<file path="src/rtl/register_bytecode_executor_defines.svh">
// ----------------------------------------------------------------------------
// Assertion macros for the register bytecode executor
// Clocked, reset-gated concurrent assertion forms.
// ----------------------------------------------------------------------------
`ifndef REGISTER_BYTECODE_EXECUTOR_DEFINES_SVH
`define REGISTER_BYTECODE_EXECUTOR_DEFINES_SVH

// Implication checked at every clock edge outside reset.
`define RBE_ASSERT_IMPL(lbl, clk, rst_n, ante, cons, msg) \
  lbl: assert property (@(posedge clk) disable iff (!rst_n) (ante) |-> (cons)) \
    else $error(msg);

// Condition that must hold at every clock edge outside reset.
`define RBE_ASSERT_ALWAYS(lbl, clk, rst_n, cond, msg) \
  lbl: assert property (@(posedge clk) disable iff (!rst_n) (cond)) \
    else $error(msg);

`endif

</file>
<file path="src/rtl/rbe_pkg.sv">
// ----------------------------------------------------------------------------
// rbe_pkg
// Shared types and constants of the register bytecode executor.
// ----------------------------------------------------------------------------
package rbe_pkg;

  localparam int unsigned NumRegs = 256;
  localparam int unsigned RegIdxW = (NumRegs > 1) ? $clog2(NumRegs) : 1;
  localparam int unsigned DataW   = 64;
  localparam int unsigned DivCntW = 7;

  typedef enum logic [3:0] {
    K_NOP       = 4'd0,
    K_LOADI     = 4'd1,
    K_LOADINEG  = 4'd2,
    K_LOADSMALL = 4'd3,
    K_ADD       = 4'd4,
    K_ADDI      = 4'd5,
    K_SUB       = 4'd6,
    K_SUBI      = 4'd7,
    K_MUL       = 4'd8,
    K_DIV       = 4'd9,
    K_RETURN    = 4'd10
  } kind_e;

  typedef enum logic [1:0] {
    ERR_OK      = 2'd0,
    ERR_DIVZERO = 2'd1,
    ERR_RANGE   = 2'd2
  } err_e;

  typedef struct packed {
    logic [3:0] kind;
    logic [7:0] reg_index;
    logic [7:0] imm_value;
    logic signed [3:0] small_const;
  } instr_t;

  typedef struct packed {
    logic done_res;
    logic signed [63:0] ret_value;
    logic [1:0] error_code;
  } result_t;

  // Controller to datapath.
  typedef struct packed {
    logic clr_en;      // clear-sweep write of entry clr_addr
    logic capture;     // latch instruction
    logic rd_a;        // read r[a] into x
    logic rd_b;        // read r[a+1] into y
    logic mul_lo;      // partial products, low half
    logic mul_hi;      // partial products, high terms
    logic div_start;
    logic div_step;
    logic write_back;  // write result to r[a], build result item
  } cmd_t;

  // Datapath to controller.
  typedef struct packed {
    logic [3:0] kind;
    logic a_ok;
    logic b_ok;
    logic div_last;
  } stat_t;

endpackage

</file>
<file path="src/rtl/rbe_ctrl.sv">
// ----------------------------------------------------------------------------
// rbe_ctrl
// Sequencer: clear sweep, capture, register reads, multiply and divide steps, write-back.
// ----------------------------------------------------------------------------
module rbe_ctrl (
  input  logic            clk_i,
  input  logic            rst_ni,
  input  logic            in_valid_i,
  output logic            in_ready_o,
  input  logic            out_free_i,
  input  rbe_pkg::stat_t  stat_i,
  output rbe_pkg::cmd_t   cmd_o,
  output logic [rbe_pkg::RegIdxW-1:0] clr_addr_o,
  output logic            busy_o
);
  import rbe_pkg::*;

  typedef enum logic [7:0] {
    S_CLEAR = 8'b0000_0001,
    S_IDLE  = 8'b0000_0010,
    S_RDA   = 8'b0000_0100,
    S_RDB   = 8'b0000_1000,
    S_MUL1  = 8'b0001_0000,
    S_MUL2  = 8'b0010_0000,
    S_DIV   = 8'b0100_0000,
    S_WB    = 8'b1000_0000
  } state_e;

  state_e state_q, state_d;
  logic [RegIdxW-1:0] clr_q, clr_d;
  logic two_src;

  assign two_src = (stat_i.kind == K_ADD) || (stat_i.kind == K_SUB) ||
                   (stat_i.kind == K_MUL) || (stat_i.kind == K_DIV);

  always_comb begin
    state_d = state_q;
    clr_d   = clr_q;
    cmd_o   = '0;
    in_ready_o = 1'b0;
    unique case (state_q)
      S_CLEAR: begin
        cmd_o.clr_en = 1'b1;
        clr_d = clr_q + 1'b1;
        if (clr_q == RegIdxW'(NumRegs - 1)) state_d = S_IDLE;
      end
      S_IDLE: begin
        in_ready_o = out_free_i;
        if (in_valid_i && out_free_i) begin
          cmd_o.capture = 1'b1;
          state_d = S_RDA;
        end
      end
      S_RDA: begin
        cmd_o.rd_a = 1'b1;
        state_d = (two_src && stat_i.a_ok && stat_i.b_ok) ? S_RDB : S_WB;
      end
      S_RDB: begin
        cmd_o.rd_b = 1'b1;
        if (stat_i.kind == K_MUL) state_d = S_MUL1;
        else if (stat_i.kind == K_DIV) state_d = S_DIV;
        else state_d = S_WB;
      end
      S_MUL1: begin
        cmd_o.mul_lo = 1'b1;
        state_d = S_MUL2;
      end
      S_MUL2: begin
        cmd_o.mul_hi = 1'b1;
        state_d = S_WB;
      end
      S_DIV: begin
        cmd_o.div_step = 1'b1;
        if (stat_i.div_last) state_d = S_WB;
      end
      S_WB: begin
        cmd_o.write_back = 1'b1;
        state_d = S_IDLE;
      end
      default: state_d = S_IDLE;
    endcase
    if (state_q == S_RDB && stat_i.kind == K_DIV) cmd_o.div_start = 1'b1;
  end

  always_ff @(posedge clk_i or negedge rst_ni) begin
    if (!rst_ni) begin
      state_q <= S_CLEAR;
      clr_q   <= '0;
    end else begin
      state_q <= state_d;
      clr_q   <= clr_d;
    end
  end

  assign clr_addr_o = clr_q;
  assign busy_o = (state_q != S_IDLE);
endmodule

</file>
<file path="config.mk">
export PLATFORM = sky130hd
export DESIGN_NAME = rbe_ctrl
export DESIGN_NICKNAME = d
export VERILOG_FILES = /design/src/rtl/register_bytecode_executor_defines.svh /design/src/rtl/rbe_pkg.sv /design/src/rtl/rbe_ctrl.sv
export SDC_FILE = /design/constraint.sdc
export NUM_CORES = 1
export LEC_CHECK = 0
export BUFFER_PORTS_ARGS = -buffer_cell sky130_fd_sc_hd__buf_2
export CAP_MARGIN = 40
export CORE_UTILIZATION = 45
export DETAILED_ROUTE_END_ITERATION = 8
export PLACE_DENSITY = 0.79
export SLEW_MARGIN = 5
export SYNTH_ARGS = -nofsm -noshare
export SYNTH_HDL_FRONTEND = slang
export SYNTH_SLANG_ARGS = --single-unit
export TNS_END_PERCENT = 50
</file>
<file path="constraint.sdc">
create_clock -name clk_i -period 4.9 [get_ports clk_i]
set_clock_uncertainty 0.15 [all_clocks]
set_input_delay 0.49 -clock clk_i [delete_from_list [all_inputs] [get_ports clk_i]]
set_output_delay 0.49 -clock clk_i [all_outputs]
set_load 0.02 [all_outputs]
</file>
==> metrics.txt, run 1 <==
Mapped Cells 93; initial drt markers 7; RD Place Congestion 0.709; # Post-CTS Setup Buffers 0; Slew Limit Fails 0; share of cells above drive strength 1 32.3%; most frequent cells in the layout buf_2, dfrtp_1, nor2_1; Pre-antenna DRT Iters 4; Worst-Skew Late Latency 280 ps; relative slew slack 73.7%; register area share after synthesis 43.3%; final wirelength 1790 um; Peak VDD IR 0.188 mV; syn avg cell area 9.98 um2; Critical Path Source Type flop; vias in the first global route 683; largest net degree at the start of global routing 17; synth-to-layout area growth 21.3%; synthesized flop and latch total 16; core area 1940 um2; CTS Buf Count 3; H-tree Lvls 1; I/O Buffers 29; Clock Tree Buf Depth 2; Critical Path Fanout Max 8; global-route wire length before repair 2690 um; die height 47.4 um; DP Wirelength 1390 um; Post-DRT Antenna Nets 0; final setup TNS 0 ps; Worst Path Arrival 1860 ps; die area 2250 um2; Initial Util 47.8%; Crit path required time 4260 ps; initial antenna violation count 0; min Tclk post-route 2500 ps; Reg2Reg Depth 5; CTS Root Cell clkbuf_4; FP Rows 16; clk slew on worst S/H paths 90 ps; Total GRT Usage 17.3%; PD cells 281 nW/um2; clk sink count 16; Syn Nets 105; fin crit share 51.0%; Max Fclk 0.400 GHz; run status finished clean; CTS tree done; CP Class flop to primary output; unrepaired setup endpoints after global routing no; DRC Markers 0; commonest non-fill, non-tap cell in the layout buf_2; WHS Path Cells 2; Hold Fails Final Rpt 0; Pleak 0.601 nW; crit end category primary output; Synth Warn # 0; Post-Syn Area 928 um2; Hold-fix buffers, CTS 1; vias per inst 5.31; Post-CTS Resized 0; endpoints failing setup 0; # nets final 137; via count 802; DR WL/cell 11.9 um; number of diodes 0; chip width 47.4 um; pin slew with the least headroom to its limit 391 ps; Unique masters post-synth 33; placed inst area 1080 um2; Design Area, Final 1130 um2; I/O pins 30; Max Cap Viol 0; Hold Path Class input port to flop; total gr overflow 0
==> sequential cells by signal (all words and copies together) (netlist names) <==
register    flops
clr_addr_o      8
state_q         8
==> cell families (layout without fill, tap and decap cells) <==
group	after synthesis	in the layout	synth area share, %
and+or+nand+nor	53	53	36.8
DFF	16	16	43.3
xor gates and xnor gates	9	9	8.49
AOI/OAI and AO/OA	7	7	5.39
buffers and inverters	7	38	4.72
adders and majority gates	1	1	1.35
==> worst max-delay path: stages (launching register included) <==
cell,delay (ps)
dfrtp_1,490
nor4_4,460
and3_1,280
and3_1,180
buf_2,160
==> power breakdown <==
group           total, W  internal [W]  leakage, nW  switching [W]
Combinational  0.0000841     0.0000373        0.364      0.0000468
Clock          0.0000851     0.0000452       0.0210      0.0000398
Sequential      0.000148      0.000138        0.216     0.00000934
Total           0.000317      0.000221        0.601      0.0000960
==> cells in the mapped netlist <==
library cell   n  area (um2)
nor4_1         1        6.26
dfstp_2        1        26.3
nor3b_2        1        12.5
a22o_1         1        8.76
nand3_1        3        15.0
nor2b_1        2        12.5
nor2_1        10        37.5
or2_1          1        6.26
o211ai_1       1        7.51
nand2_1        8        30.0
o211a_1        1        10.0
nor3b_1        3        22.5
nor4_4         1        21.3
a21oi_1        3        15.0
buf_6          2        22.5
clkinv_2       1        5.00
inv_1          3        11.3
and4b_1        1        10.0
nor4b_1        3        26.3
o311ai_0       1        8.76
nand4b_4       1        23.8
xnor2_1        8        70.1
or4_4          1        11.3
xor2_1         1        8.76
nor3_1         2        10.0
and2_1         2        12.5
nand4_1        3        18.8
ha_1           1        12.5
buf_2          1        5.00
and4_1         1        8.76
and3_1         8        50.1
dfrtp_1       15         375
or2_2          1        6.26
==> final timing paths <==
kind	from	endpoint	slack (ps)
setup / recovery	state_q[5]	cmd_o[2]	2400
hold / removal	stat_i[3]	state_q[4]	230
setup reg to reg	state_q[5]	clr_addr_o[4]	3060
hold reg to reg	clr_addr_o[7]	clr_addr_o[7]	350
max in group asynchronous	rst_ni	state_q[0]	3830
min in group asynchronous	rst_ni	clr_addr_o[1]	480
==> per-layer routing <==
layer | up-vias | global-route usage [%] | part of all wire, %
met3 | 3 | 2.26 | 4.2
met5 | - | 0 | 0
li1 | 398 | - | -
met1 | 379 | 20.6 | 46
met4 | 0 | 5.14 | 1.2
met2 | 22 | 32.1 | 48
==> area by class of cell <==
cell class	count	area [um2]
fillers	193	816
inverters	4	16.3
clock buffers	4	36.3
multi-input cells	70	483
well taps	27	33.8
repair buffers	30	155
flip-flops and latches	16	402
==> stage by stage <==
stage	instances	util, %	total power (W)	setup WS [ps]	hold slack [ps]
2_1_floorplan	93	-	0.000209	2580	44.4
3_3_place_gp	146	55.6	0.000232	2740	266
3_5_place_dp	146	55.6	0.000235	2700	269
4_1_cts	151	58.0	0.000321	2380	222
5_1_grt	151	58.0	0.000337	2270	228
6_report	151	58.0	0.000317	2400	230
No activity file was read; power rests on OpenSTA's default activity.
==> inputs of run 2 (changes only) <==
clock period = 2.3 ns   (was 4.9 ns; I/O delays follow)
==> run 2 against run 1 <==
Against the previous run: setup slack worse by 2300 ps; sequential cell count unchanged; global-route usage is 0.20 points higher; combinational power up 130%; largest cell class unchanged; first-iteration DRC count is 71% lower; non-clock buffer count grew 2; die area did not move; sequential power up 110%; clock power rose by 110%; critical path depth is the same; total power up 120%.
==> metrics.txt, run 2 (synthesis results as in run 1) <==
vias per inst 5.23 (was 5.31); fin crit share 93.7%; I/O Buffers 29 (unchanged); Hold Crit Endpoint state_q[4] (unchanged); Switching Fraction 30.6% (was 30.3%); CTS tree done (unchanged); GR peak layer met2 (unchanged); share of cells above drive strength 1 34.1% (was 32.3%); # nets final 139 (was 137); pin slew with the least headroom to its limit 410 ps (was 391 ps); CP Class flop to primary output (unchanged); Hold Startpoint stat_i[6] (was stat_i[3]); Critical Path Fanout Max 9 (was 8); Pleak 0.608 nW (was 0.601 nW); final wirelength 1780 um (was 1790 um); Inst Count DP 146 (unchanged); largest net degree at the start of global routing 17 (unchanged); FP Rows 16 (unchanged); Internal 0.000476 W (was 0.000221 W); WHS Path Cells 3 (was 2); Pre-antenna DRT Iters 4 (unchanged); combinational power share 28.0% (was 26.6%); global-route wire length before repair 2700 um (was 2690 um); initial drt markers 2 (was 7); Clk pwr share 25.9% (was 26.9%); Crit path required time 1920 ps (was 4260 ps); dpl ws 377 ps (was 2700 ps); final worst slack 144 ps (was 2400 ps); CTS Buf Count 3 (unchanged); DR WL/cell 11.6 um (was 11.9 um); crit end category primary output (unchanged); run status finished clean (unchanged); die area 2250 um2 (unchanged); Peak VDD IR 0.374 mV (was 0.188 mV); endpoints failing setup 0 (unchanged); met3 Track Usage GR 2.26% (unchanged); grt met2 use 30.4% (was 32.1%); synth-to-layout area growth 23.6% (was 21.3%); Hold Fails Final Rpt 0 (unchanged); final setup TNS 0 ps (unchanged); CTS Root Cell clkbuf_4 (unchanged); Critical Path Source Type flop (unchanged); M1 GR Usage 21.2% (was 20.6%); Hold Path Class input port to flop (unchanged); DP Wirelength 1370 um (was 1390 um); Reg2Reg Depth 5 (unchanged); die height 47.4 um (unchanged); reg-to-reg slack, setup 550 ps (was 3060 ps); most frequent cells in the layout buf_2, dfrtp_1, nor2_1 (unchanged); number of diodes 0 (unchanged); final core utilization 59.1% (was 58.0%); vias in the first global route 666 (was 683); Worst Path Arrival 1780 ps (was 1860 ps); total gr overflow 0 (unchanged); DRC Markers 0 (unchanged); clk sink count 16 (unchanged); Initial Util 47.8% (unchanged); unrepaired setup endpoints after global routing no (unchanged); relative slew slack 72.3% (was 73.7%); switching power 0.000210 W (was 0.0000960 W); Max Fclk 0.464 GHz; H-tree Lvls 1 (unchanged); I/O pins 30 (unchanged); RR Startpoint state_q[4] (was state_q[5]); Clock Tree Buf Depth 2 (unchanged); PD cells 598 nW/um2 (was 281 nW/um2); clk slew on worst S/H paths 90 ps (about the same); Max Cap Viol 0 (unchanged); RR Endpoint state_q[1] (was clr_addr_o[4]); min Tclk post-route 2160 ps; sequential share of power 46.1% (was 46.6%); via count 800 (was 802); core area 1940 um2 (unchanged); RD Place Congestion 0.709 (unchanged); commonest non-fill, non-tap cell in the layout buf_2 (unchanged); non-filler cells in the finished layout 153 (was 151); Worst-Skew Late Latency 280 ps (about the same); Post-DRT Antenna Nets 0 (unchanged); Slew Limit Fails 0 (unchanged); Total GRT Usage 17.5% (was 17.3%); chip width 47.4 um (unchanged); initial antenna violation count 0 (unchanged)
-- run 2: area by class of cell --
cell class              count  area [um2]
inverters                   4        16.3
fillers                   189         795
multi-input cells          70         485
well taps                  27        33.8
repair buffers             32         173
clock buffers               4        36.3
flip-flops and latches     16         403
-- run 2: worst max-delay path by stage --
stage	from	end	slack, ps	cells past startpoint
after detailed placement	state_q[5]	cmd_o[2]	380	4
after floorplan	state_q[1]	cmd_o[0]	240	2
final	state_q[4]	cmd_o[2]	140	4
after global placement	state_q[5]	cmd_o[2]	400	4
after global routing	state_q[4]	cmd_o[7]	2	5
after CTS	state_q[5]	cmd_o[2]	40	4
-- run 2: per-stage QoR --
step | power [W] | area (um2) | hold slack, ps
final | 0.000686 | 1150 | 57.8
after global routing | 0.000731 | 1150 | 82.4
after CTS | 0.000684 | 1140 | 54.6
after detailed placement | 0.000503 | 1080 | 9.98
after global placement | 0.000493 | 1080 | 5.99
after floorplan | 0.000445 | 928 | -216
-- run 2: what timing repair did --
action                                 4_1_cts  5_1_grt
buffers inserted                             0        1
hold buffers                                 2        0
resized for setup                            0        2
endpoints found under the hold margin       17        0
setup endpoints to repair                    0        6
-- run 2: power by group through the flow --
stage | logic [W] | registers [W] | clock network [W]
after global routing | 0.000216 | 0.000318 | 0.000197
after floorplan | 0.000130 | 0.000315 | 0
after global placement | 0.000175 | 0.000318 | 0
after detailed placement | 0.000182 | 0.000320 | 0
final | 0.000192 | 0.000316 | 0.000177
after CTS | 0.000185 | 0.000315 | 0.000184
-- run 2: critical path: stages (launching register included) --
cell and delay [ps]:
dfrtp_2 490, nor4_4 390, and3_1 280, and3_1 180
buf_2 160
-- run 2: per-layer routing --
| layer | part of all wire [%] | vias up |
|---|---|---|
| met5 | 0 | - |
| met4 | 0.67 | 0 |
| met3 | 4.1 | 2 |
| met2 | 48 | 17 |
| met1 | 47 | 386 |
| li1 | - | 395 |
